[config.mk]
export PLATFORM = sky130hd
export DESIGN_NAME = channel_freshness_watchdog_unit
export DESIGN_NICKNAME = d
export VERILOG_FILES = /design/src/hw/rtl/cfw_pkg.sv /design/src/hw/rtl/cfw_ram.sv /design/src/hw/rtl/channel_freshness_watchdog_unit.sv
export VERILOG_INCLUDE_DIRS = /design/src /design/src/hw/rtl
export SDC_FILE = /design/constraint.sdc
export NUM_CORES = 1
export LEC_CHECK = 0
export BUFFER_PORTS_ARGS = -buffer_cell sky130_fd_sc_hd__buf_2
export CORE_UTILIZATION = 68
export CTS_BUF_LIST = sky130_fd_sc_hd__clkbuf_8
export DETAILED_ROUTE_END_ITERATION = 6
export PLACE_DENSITY = 0.87
export SKIP_LAST_GASP = 1
export SYNTH_ARGS = -nofsm -noshare
export SYNTH_HDL_FRONTEND = slang
export SYNTH_SLANG_ARGS = --single-unit
[constraint.sdc]
create_clock -name i_clk -period 14 [get_ports i_clk]
set_input_delay 2.8 -clock i_clk [delete_from_list [all_inputs] [get_ports i_clk]]
set_output_delay 2.8 -clock i_clk [all_outputs]
set_load 0.02 [all_outputs]
[src/hw/rtl/channel_freshness_watchdog_unit_macros.svh]
// ----------------------------------------------------------------------------
// Channel freshness watchdog assertion macros
// Shared concurrent assertion forms for the watchdog RTL.
// ----------------------------------------------------------------------------
`ifndef CHANNEL_FRESHNESS_WATCHDOG_UNIT_MACROS_SVH
`define CHANNEL_FRESHNESS_WATCHDOG_UNIT_MACROS_SVH

// Same-cycle implication, checked outside reset.
`define CFW_ASSERT_IMPL(lbl, clk, rstn, ante, cons) \
    lbl: assert property (@(posedge clk) disable iff (!rstn) (ante) |-> (cons)) \
        else $error("watchdog assertion failed");

// Next-cycle implication, checked outside reset.
`define CFW_ASSERT_NEXT(lbl, clk, rstn, ante, cons) \
    lbl: assert property (@(posedge clk) disable iff (!rstn) (ante) |=> (cons)) \
        else $error("watchdog assertion failed");

`endif

[src/hw/rtl/cfw_pkg.sv]
// ----------------------------------------------------------------------------
// Channel freshness watchdog package
// Widths, codes and word types shared by the watchdog RTL.
// ----------------------------------------------------------------------------
package cfw_pkg;

    localparam int CHANNELS_DEF = 16;
    localparam int MASK_W       = 16;
    localparam int TIME_W       = 32;
    localparam int CNT_W        = 5;
    localparam int CFG_IDX_W    = 1;
    localparam int CFG_DATA_W   = 32;

    // Item modes.
    localparam logic [1:0] MODE_BEGIN   = 2'd0;
    localparam logic [1:0] MODE_RESET   = 2'd1;
    localparam logic [1:0] MODE_OBSERVE = 2'd2;
    localparam logic [1:0] MODE_EVAL    = 2'd3;

    // Configuration register indexes.
    localparam logic [CFG_IDX_W-1:0] REG_ENABLED = 1'd0;
    localparam logic [CFG_IDX_W-1:0] REG_TIMEOUT = 1'd1;

    typedef struct packed {
        logic [1:0]        mode;
        logic [MASK_W-1:0] channel_mask;
        logic [TIME_W-1:0] now_ms;
    } t_in_word;

    typedef struct packed {
        logic [MASK_W-1:0] enabled_out;
        logic [MASK_W-1:0] observed_out;
        logic [MASK_W-1:0] pending_out;
        logic              any_enabled;
        logic [MASK_W-1:0] stale_out;
        logic [CNT_W-1:0]  stale_num;
        logic [TIME_W-1:0] oldest_age;
        logic [TIME_W-1:0] update_age;
        logic [TIME_W-1:0] timeout_total;
        logic              all_fresh;
    } t_out_word;

endpackage

[src/hw/rtl/cfw_ram.sv]
// ----------------------------------------------------------------------------
// Generic single-port-write RAM
// One write port and one read port, read data registered.
// ----------------------------------------------------------------------------
module cfw_ram #(
    parameter int WIDTH = 32,
    parameter int DEPTH = 16,
    localparam int AW   = (DEPTH > 1) ? $clog2(DEPTH) : 1
) (
    input  logic             i_clk,
    input  logic             i_we,
    input  logic [AW-1:0]    i_waddr,
    input  logic [WIDTH-1:0] i_wdata,
    input  logic             i_re,
    input  logic [AW-1:0]    i_raddr,
    output logic [WIDTH-1:0] o_rdata
);

    logic [WIDTH-1:0] r_mem [DEPTH];
    logic [WIDTH-1:0] r_rdata;

    always_ff @(posedge i_clk) begin
        if (i_we) begin
            r_mem[i_waddr] <= i_wdata;
        end
        if (i_re) begin
            r_rdata <= r_mem[i_raddr];
        end
    end

    assign o_rdata = r_rdata;

endmodule

[src/hw/rtl/channel_freshness_watchdog_unit.sv]
// Begin and reset words are done in S_IDLE; an observe word that hits an
// enabled channel walks N = min(CHANNELS, 16) entries, writing the stamp of each
// hit channel; an evaluate word reads them all, drains the last read, then waits
// in S_FIN for room in the result register. A new word is taken only in S_IDLE.
// Reset is synchronous; it clears control and window state, not the stamp memory.
// ----------------------------------------------------------------------------
// Channel freshness watchdog
// Tracks per-channel last-seen stamps in a small RAM and reports the oldest
// channel age, stale and pending masks and a running timeout count on evaluate words.
// ----------------------------------------------------------------------------
`include "channel_freshness_watchdog_unit_macros.svh"

module channel_freshness_watchdog_unit #(
    parameter int CHANNELS = cfw_pkg::CHANNELS_DEF
) (
    input  logic                                i_clk,
    input  logic                                i_rst_n,
    // Configuration write port.
    input  logic                                i_cfg_we,
    input  logic [cfw_pkg::CFG_IDX_W-1:0]       i_cfg_idx,
    input  logic [cfw_pkg::CFG_DATA_W-1:0]      i_cfg_data,
    // Input channel.
    input  logic                                i_in_valid,
    output logic                                o_in_ready,
    input  cfw_pkg::t_in_word                   i_in_word,
    // Output channel.
    output logic                                o_out_valid,
    input  logic                                i_out_ready,
    output cfw_pkg::t_out_word                  o_out_word
);

    // Only the channels that fit in the 16-bit masks are ever tracked.
    localparam int TRACKED = (CHANNELS < cfw_pkg::MASK_W) ? CHANNELS : cfw_pkg::MASK_W;
    localparam int IDX_W   = (TRACKED > 1) ? $clog2(TRACKED) : 1;
    localparam logic [IDX_W-1:0] LAST_IDX = IDX_W'(TRACKED - 1);

    localparam int MW = cfw_pkg::MASK_W;
    localparam int TW = cfw_pkg::TIME_W;
    localparam int CW = cfw_pkg::CNT_W;

    typedef enum logic [2:0] {
        S_IDLE,
        S_OBS,
        S_EVAL,
        S_DRAIN,
        S_FIN
    } t_state;

    t_state r_state;

    // Configuration registers.
    logic [MW-1:0] r_cfg_en;
    logic [TW-1:0] r_cfg_timeout;

    // Architectural state outside the timestamp memory.
    logic [MW-1:0] r_observed;
    logic [MW-1:0] r_stale;
    logic [TW-1:0] r_wstart;
    logic [TW-1:0] r_last_upd;
    logic [TW-1:0] r_tcount;

    // Per-word working registers.
    logic [TW-1:0]    r_now;
    logic [MW-1:0]    r_rel;
    logic [IDX_W-1:0] r_idx;

    // Read-data stage of the evaluation walk.
    logic             r_pv;
    logic [IDX_W-1:0] r_pidx;
    logic [MW-1:0]    r_next;
    logic [CW-1:0]    r_scnt;
    logic [CW-1:0]    r_newcnt;
    logic [TW-1:0]    r_oldest;

    logic               r_out_vld;
    cfw_pkg::t_out_word r_out;

    logic [TW-1:0] ram_rdata;
    logic          ram_we;
    logic          ram_re;

    logic [MW-1:0] c_rel;
    logic [TW-1:0] c_ref;
    logic [TW-1:0] c_age;
    logic          c_hit;
    logic          c_stale;
    logic          c_out_space;
    logic [MW-1:0] c_obs;
    logic [MW-1:0] c_pend;
    logic          c_any;
    logic [TW-1:0] c_upd_base;

    // The last-seen memory holds no reset image. An entry is only consulted when
    // its observed bit is set, and that bit is only set together with a write of
    // the entry, so a restart of the window never needs to sweep the memory.
    cfw_ram #(
        .WIDTH (TW),
        .DEPTH (TRACKED)
    ) u_last_seen (
        .i_clk   (i_clk),
        .i_we    (ram_we),
        .i_waddr (r_idx),
        .i_wdata (r_now),
        .i_re    (ram_re),
        .i_raddr (r_idx),
        .o_rdata (ram_rdata)
    );

    assign o_in_ready  = (r_state == S_IDLE);
    assign o_out_valid = r_out_vld;
    assign o_out_word  = r_out;

    // Writes happen only while walking an observe word and reads only while
    // walking an evaluate word; words are handled one at a time, so a read and
    // a write of the same entry never overlap.
    assign ram_we = (r_state == S_OBS) && r_rel[r_idx];
    assign ram_re = (r_state == S_EVAL);

    assign c_rel = i_in_word.channel_mask & r_cfg_en;

    // Age of the channel whose stamp is in the read register. An unobserved
    // channel ages from the window start.
    assign c_ref   = r_observed[r_pidx] ? ram_rdata : r_wstart;
    assign c_age   = r_now - c_ref;
    assign c_hit   = r_pv && r_cfg_en[r_pidx];
    assign c_stale = (r_cfg_timeout != '0) && (c_age >= r_cfg_timeout);

    assign c_out_space = !r_out_vld || i_out_ready;
    assign c_obs       = r_observed & r_cfg_en;
    assign c_pend      = r_cfg_en & ~c_obs;
    assign c_any       = (r_cfg_en != '0);
    // A last update time of zero reads as "no update seen".
    assign c_upd_base  = (r_last_upd == '0) ? r_wstart : r_last_upd;

    always_ff @(posedge i_clk) begin
        if (!i_rst_n) begin
            r_state       <= S_IDLE;
            r_cfg_en      <= '0;
            r_cfg_timeout <= '0;
            r_observed    <= '0;
            r_stale       <= '0;
            r_wstart      <= '0;
            r_last_upd    <= '0;
            r_tcount      <= '0;
            r_idx         <= '0;
            r_pv          <= 1'b0;
            r_out_vld     <= 1'b0;
        end else begin
            if (i_cfg_we) begin
                unique case (i_cfg_idx)
                    cfw_pkg::REG_ENABLED: r_cfg_en      <= i_cfg_data[MW-1:0];
                    cfw_pkg::REG_TIMEOUT: r_cfg_timeout <= i_cfg_data[TW-1:0];
                    default: ;
                endcase
            end

            // In S_FIN the result register is reloaded below instead.
            if (r_out_vld && i_out_ready && (r_state != S_FIN)) begin
                r_out_vld <= 1'b0;
            end

            // A read issued during the walk is folded in on the next cycle.
            r_pv <= (r_state == S_EVAL);

            // Fold one channel into the evaluation result.
            if (c_hit) begin
                if (c_age > r_oldest) begin
                    r_oldest <= c_age;
                end
                if (c_stale) begin
                    r_next[r_pidx] <= 1'b1;
                    r_scnt         <= r_scnt + CW'(1);
                    if (!r_stale[r_pidx]) begin
                        r_newcnt <= r_newcnt + CW'(1);
                    end
                end
            end

            unique case (r_state)
                S_IDLE: begin
                    if (i_in_valid) begin
                        r_now <= i_in_word.now_ms;
                        r_idx <= '0;
                        unique case (i_in_word.mode)
                            cfw_pkg::MODE_BEGIN, cfw_pkg::MODE_RESET: begin
                                if (i_in_word.mode == cfw_pkg::MODE_BEGIN) begin
                                    r_tcount <= '0;
                                end
                                r_observed <= '0;
                                r_stale    <= '0;
                                r_wstart   <= i_in_word.now_ms;
                                r_last_upd <= '0;
                            end
                            cfw_pkg::MODE_OBSERVE: begin
                                // Masks and update time change at once; the
                                // stamps follow one channel per cycle.
                                if (c_rel != '0) begin
                                    r_observed <= r_observed | c_rel;
                                    r_stale    <= r_stale & ~c_rel;
                                    r_last_upd <= i_in_word.now_ms;
                                    r_rel      <= c_rel;
                                    r_state    <= S_OBS;
                                end
                            end
                            cfw_pkg::MODE_EVAL: begin
                                r_next   <= '0;
                                r_scnt   <= '0;
                                r_newcnt <= '0;
                                r_oldest <= '0;
                                r_state  <= S_EVAL;
                            end
                            default: ;
                        endcase
                    end
                end
                S_OBS: begin
                    r_idx <= r_idx + IDX_W'(1);
                    if (r_idx == LAST_IDX) begin
                        r_state <= S_IDLE;
                    end
                end
                S_EVAL: begin
                    r_pidx <= r_idx;
                    r_idx  <= r_idx + IDX_W'(1);
                    if (r_idx == LAST_IDX) begin
                        r_state <= S_DRAIN;
                    end
                end
                S_DRAIN: begin
                    r_state <= S_FIN;
                end
                S_FIN: begin
                    // Hold here until the result register can take the word.
                    if (c_out_space) begin
                        r_out.enabled_out   <= r_cfg_en;
                        r_out.observed_out  <= c_obs;
                        r_out.pending_out   <= c_pend;
                        r_out.any_enabled   <= c_any;
                        r_out.stale_out     <= r_next;
                        r_out.stale_num     <= r_scnt;
                        r_out.oldest_age    <= r_oldest;
                        r_out.update_age    <= r_now - c_upd_base;
                        r_out.timeout_total <= r_tcount + TW'(r_newcnt);
                        r_out.all_fresh     <= c_any && (c_pend == '0) && (r_next == '0);
                        r_out_vld           <= 1'b1;
                        r_tcount            <= r_tcount + TW'(r_newcnt);
                        r_stale             <= r_next;
                        r_state             <= S_IDLE;
                    end
                end
                default: begin
                    r_state <= S_IDLE;
                end
            endcase
        end
    end

    // The incremental stale count must agree with the stale mask it reports.
    `CFW_ASSERT_IMPL(a_stale_count, i_clk, i_rst_n, r_out_vld,
        r_out.stale_num == CW'($countones(r_out.stale_out)))
    // A fresh report never carries a pending or stale channel.
    `CFW_ASSERT_IMPL(a_fresh_clean, i_clk, i_rst_n, r_out_vld && r_out.all_fresh,
        (r_out.stale_out == '0) && (r_out.pending_out == '0) && r_out.any_enabled)
    // Read data is only folded in while an evaluation walk is running.
    `CFW_ASSERT_IMPL(a_pv_in_eval, i_clk, i_rst_n, r_pv,
        (r_state == S_EVAL) || (r_state == S_DRAIN))
    // The last read of a walk is folded in before the result is formed.
    `CFW_ASSERT_NEXT(a_drain_fold, i_clk, i_rst_n, r_state == S_DRAIN,
        (r_state == S_FIN) && !r_pv)

endmodule
==> results.cfg <==
[final_layout]
final_common_cell = edfxtp_1
nets = 3550
fin_cells = 4296
drive_above_1_share_pct = 20.9
final_cell_mix = 821 x edfxtp_1, 297 x nand2_1, 255 x buf_2
fin_area_um2 = 48800
area_growth_syn_to_layout_pct = 11.8

[global_routing]
globalRouteTotalUtil_pct = 34.3
antenna_found_initial = 3
grt_overflow = 0
grt_max_degree = 98
grt_pass1_wl_mm = 163
grt_pass1_vias = 27700

[cts]
clock_path_buffers = 3
cts_setup_buffers = 0
hold_buffers = 0
ctsResizeCount = 0
worst_skew_pair.late_latency_ns = 0.81
cts.clk_slew.worst_paths_ns = 0.06
cts_tree = yes
numCtsBuffers = 154
cts.sinks = 1006
cts_max_level = 4
cts-root-buf = clkbuf_8

[worst_setup_path]
r2r_start = r_pidx[2]
crit_path_top_delay_cell = a2111oi_0
cp.buffers_inverters = 1
rrSetupSlack_ns = 5.40
rr_worst_depth = 24
crit_fanout = 37
crit_chain = mux4_2 -> mux2_2 -> o21ai_4 -> buf_4 -> mux2_2 -> ha_1 -> fa_1 -> nor2b_1 -> o31a_1 -> o21ai_1 -> a2111oi_0 -> o21bai_1 -> a21boi_0 -> xnor2_1 -> ha_1 -> o21ai_0 -> nor2_1 -> nor3_1 -> nor2_1 -> a2111oi_0 -> o22ai_1 -> nand2_2 -> mux2_1 -> o211a_1
critPathArrivalTime_ns = 9.14
worstSetupEndpointType = register
worstSetupPathType = reg -> reg
slowest_delay_ns = 0.96
r2r_end = r_oldest[31]
critPathRequiredTime_ns = 14.54
crit_family = compound AO/OA/AOI/OAI gates
start_kind = register

[power_and_ir_drop]
switching_share_pct = 25.8
p_leak_nw = 17.5
pwr-share-seq_pct = 51.8
peakVddDrop_uv = 127
power_density_nw_per_um2 = 135
clkPwrFrac_pct = 35.6
p_int_mw = 4.89
combPwrFrac_pct = 12.6
p_switching_mw = 1.69

[synth]
ys.flop_type = edfxtp_1
yosysSeqAreaShare_pct = 65.0
netlist_area_um2 = 43600
yosys_warnings = 0
synth_edf_count = 821
synthArstFlopShare_pct = 0
synth.avg_cell_area_um2 = 14.5
synthCells = 3006
ys_ff_latch = 1006
syn_nets = 3234
synth_cell_types = 74

[routing]
dr.pass1.iters = 6
wl_per_cell_um = 25.7
via_count = 27800
detail_route.vias_per_cell = 6.47
drtIter0Drc = 2810
drtAntennaViolNets = 0
drc_errors = 0
drt_wl_total_mm = 110

[worst_hold_path]
hold_end = o_out_word[66]
min_from = r_oldest[1]
hp-class = reg -> reg
min_path_cells = 0

[timing]
tns_ns = 0
skew_ns = 0.0343
worst_pin_slew_ns = 1.27
post-route-min-period_ns = 8.60
period_share_pct = 61.4
hold_viol = 0
maxSlewViolCount = 0
max-slew-margin-rel_pct = 14.7
setup_viol = 0
whs_ns = 0.483
fmax_mhz = 116
rsz0062_at_grt = false

[place]
dp_cells = 4012
place.gp.congestion = 0.952
dpl_cell_area_um2 = 45800
dp_hpwl_mm = 72.9
port_buffers = 256

[die]
coreArea_um2 = 63200
die_area_um2 = 65200
boundaryPins = 257
rows = 92
die_x_um = 255
die_h_um = 255
start_util_pct = 69.0

[job]
cap_violations = 0

[run_status]
status = complete, no violations
==> power by group through the flow <==
stage | logic (mW) | registers [mW] | clock network [mW]
3_5_place_dp | 0.818 | 3.47 | 0
2_1_floorplan | 0.619 | 3.41 | 0
3_3_place_gp | 0.789 | 3.46 | 0
4_1_cts | 0.824 | 3.40 | 2.37
5_1_grt | 0.907 | 3.41 | 2.50
6_report | 0.830 | 3.41 | 2.34
==> worst max path at each step <==
stage / start / to / slack, ns / depth (start not counted)
CTS: r_pidx[2] / r_oldest[31] / 5.57 / 24
detailed placement: r_pidx[2] / r_oldest[31] / 5.60 / 24
finish: r_pidx[2] / r_oldest[31] / 5.40 / 24
global route: r_pidx[2] / r_oldest[31] / 5.15 / 24
global placement: r_pidx[2] / r_oldest[31] / 5.75 / 24
floorplan: i_out_ready / r_tcount[21] / 6.72 / 7
==> flip-flops by register name (all words and copies together) (netlist names), 16 cells and up <==
name	flops
o_out_word	167
r_cfg_en	16
r_cfg_timeout	32
r_last_upd	32
r_next	16
r_now	32
r_observed	16
r_oldest	32
r_rel	16
r_stale	16
r_tcount	32
r_wstart	32
u_last_seen.o_rdata	32
u_last_seen.r_mem	512
==> cell families after synthesis <==
family                   synth area share [%]
multiplexers                             10.8
AND/OR/NAND/NOR                          8.40
adder cells (fa/ha/maj)                  4.07
XOR/XNOR                                 1.71
buffers and inverters                    2.08
AO/OA/AOI/OAI                            7.95
flip-flops                               65.0
==> metrics by stage <==
stage	power [mW]	setup WS, ns	util [%]
after floorplan	4.03	6.72	-
after global placement	4.25	5.75	72.5
after detailed placement	4.29	5.60	72.5
after CTS	6.60	5.57	77.2
after global routing	6.81	5.15	77.2
final	6.58	5.40	77.2
==> metal layers <==
layer	track usage, %	part of all wire (%)	up-vias	wire (um)
li1	-	-	12100	-
met1	43.1	36	13600	40000
met2	57.5	50	1700	54900
met3	6.79	9.4	351	10400
met4	16.4	4.4	2	4840
met5	0	0.012	-	13
==> cell usage after synthesis, types with 33 or more instances <==
cell / count / area (um2)
xnor2_1: 62 / 543
nor2b_1: 58 / 363
mux4_2: 179 / 4030
clkbuf_1: 93 / 349
edfxtp_1: 821 / 24700
nand2_1: 297 / 1110
o21ai_0: 55 / 275
nor2_1: 168 / 631
a21boi_0: 122 / 916
a21o_1: 49 / 368
nor4_1: 33 / 206
nand3_1: 60 / 300
inv_1: 94 / 353
and2_1: 46 / 288
ha_1: 137 / 1710
mux2i_1: 63 / 631
a21oi_1: 134 / 671
dfxtp_1: 185 / 3700
==> worst reg2reg max path: stages, from the launching register on <==
cell and delay (ns):
edfxtp_1 0.67, mux4_2 0.56, mux2_2 0.30, o21ai_4 0.16, buf_4 0.48, mux2_2 0.40
ha_1 0.22, fa_1 0.45, nor2b_1 0.17, o31a_1 0.19, o21ai_1 0.17, a2111oi_0 0.96
o21bai_1 0.35, a21boi_0 0.19, xnor2_1 0.38, ha_1 0.33, o21ai_0 0.18, nor2_1 0.06
nor3_1 0.14, nor2_1 0.08, a2111oi_0 0.37, o22ai_1 0.18, nand2_2 0.83, mux2_1 0.39
o211a_1 0.12
==> area by class of cell <==
| cell class | count | area, um2 |
|---|---|---|
| flip-flops and latches | 1006 | 28400 |
| inverters | 94 | 358 |
| clock inverters | 115 | 679 |
| repair buffers | 294 | 1570 |
| clock buffers | 167 | 2300 |
| well taps | 846 | 1060 |
| fillers | 3544 | 14400 |
| diodes | 2 | 5.00 |
| multi-input cells | 1772 | 14400 |
Power figures use the tool's default switching activity.
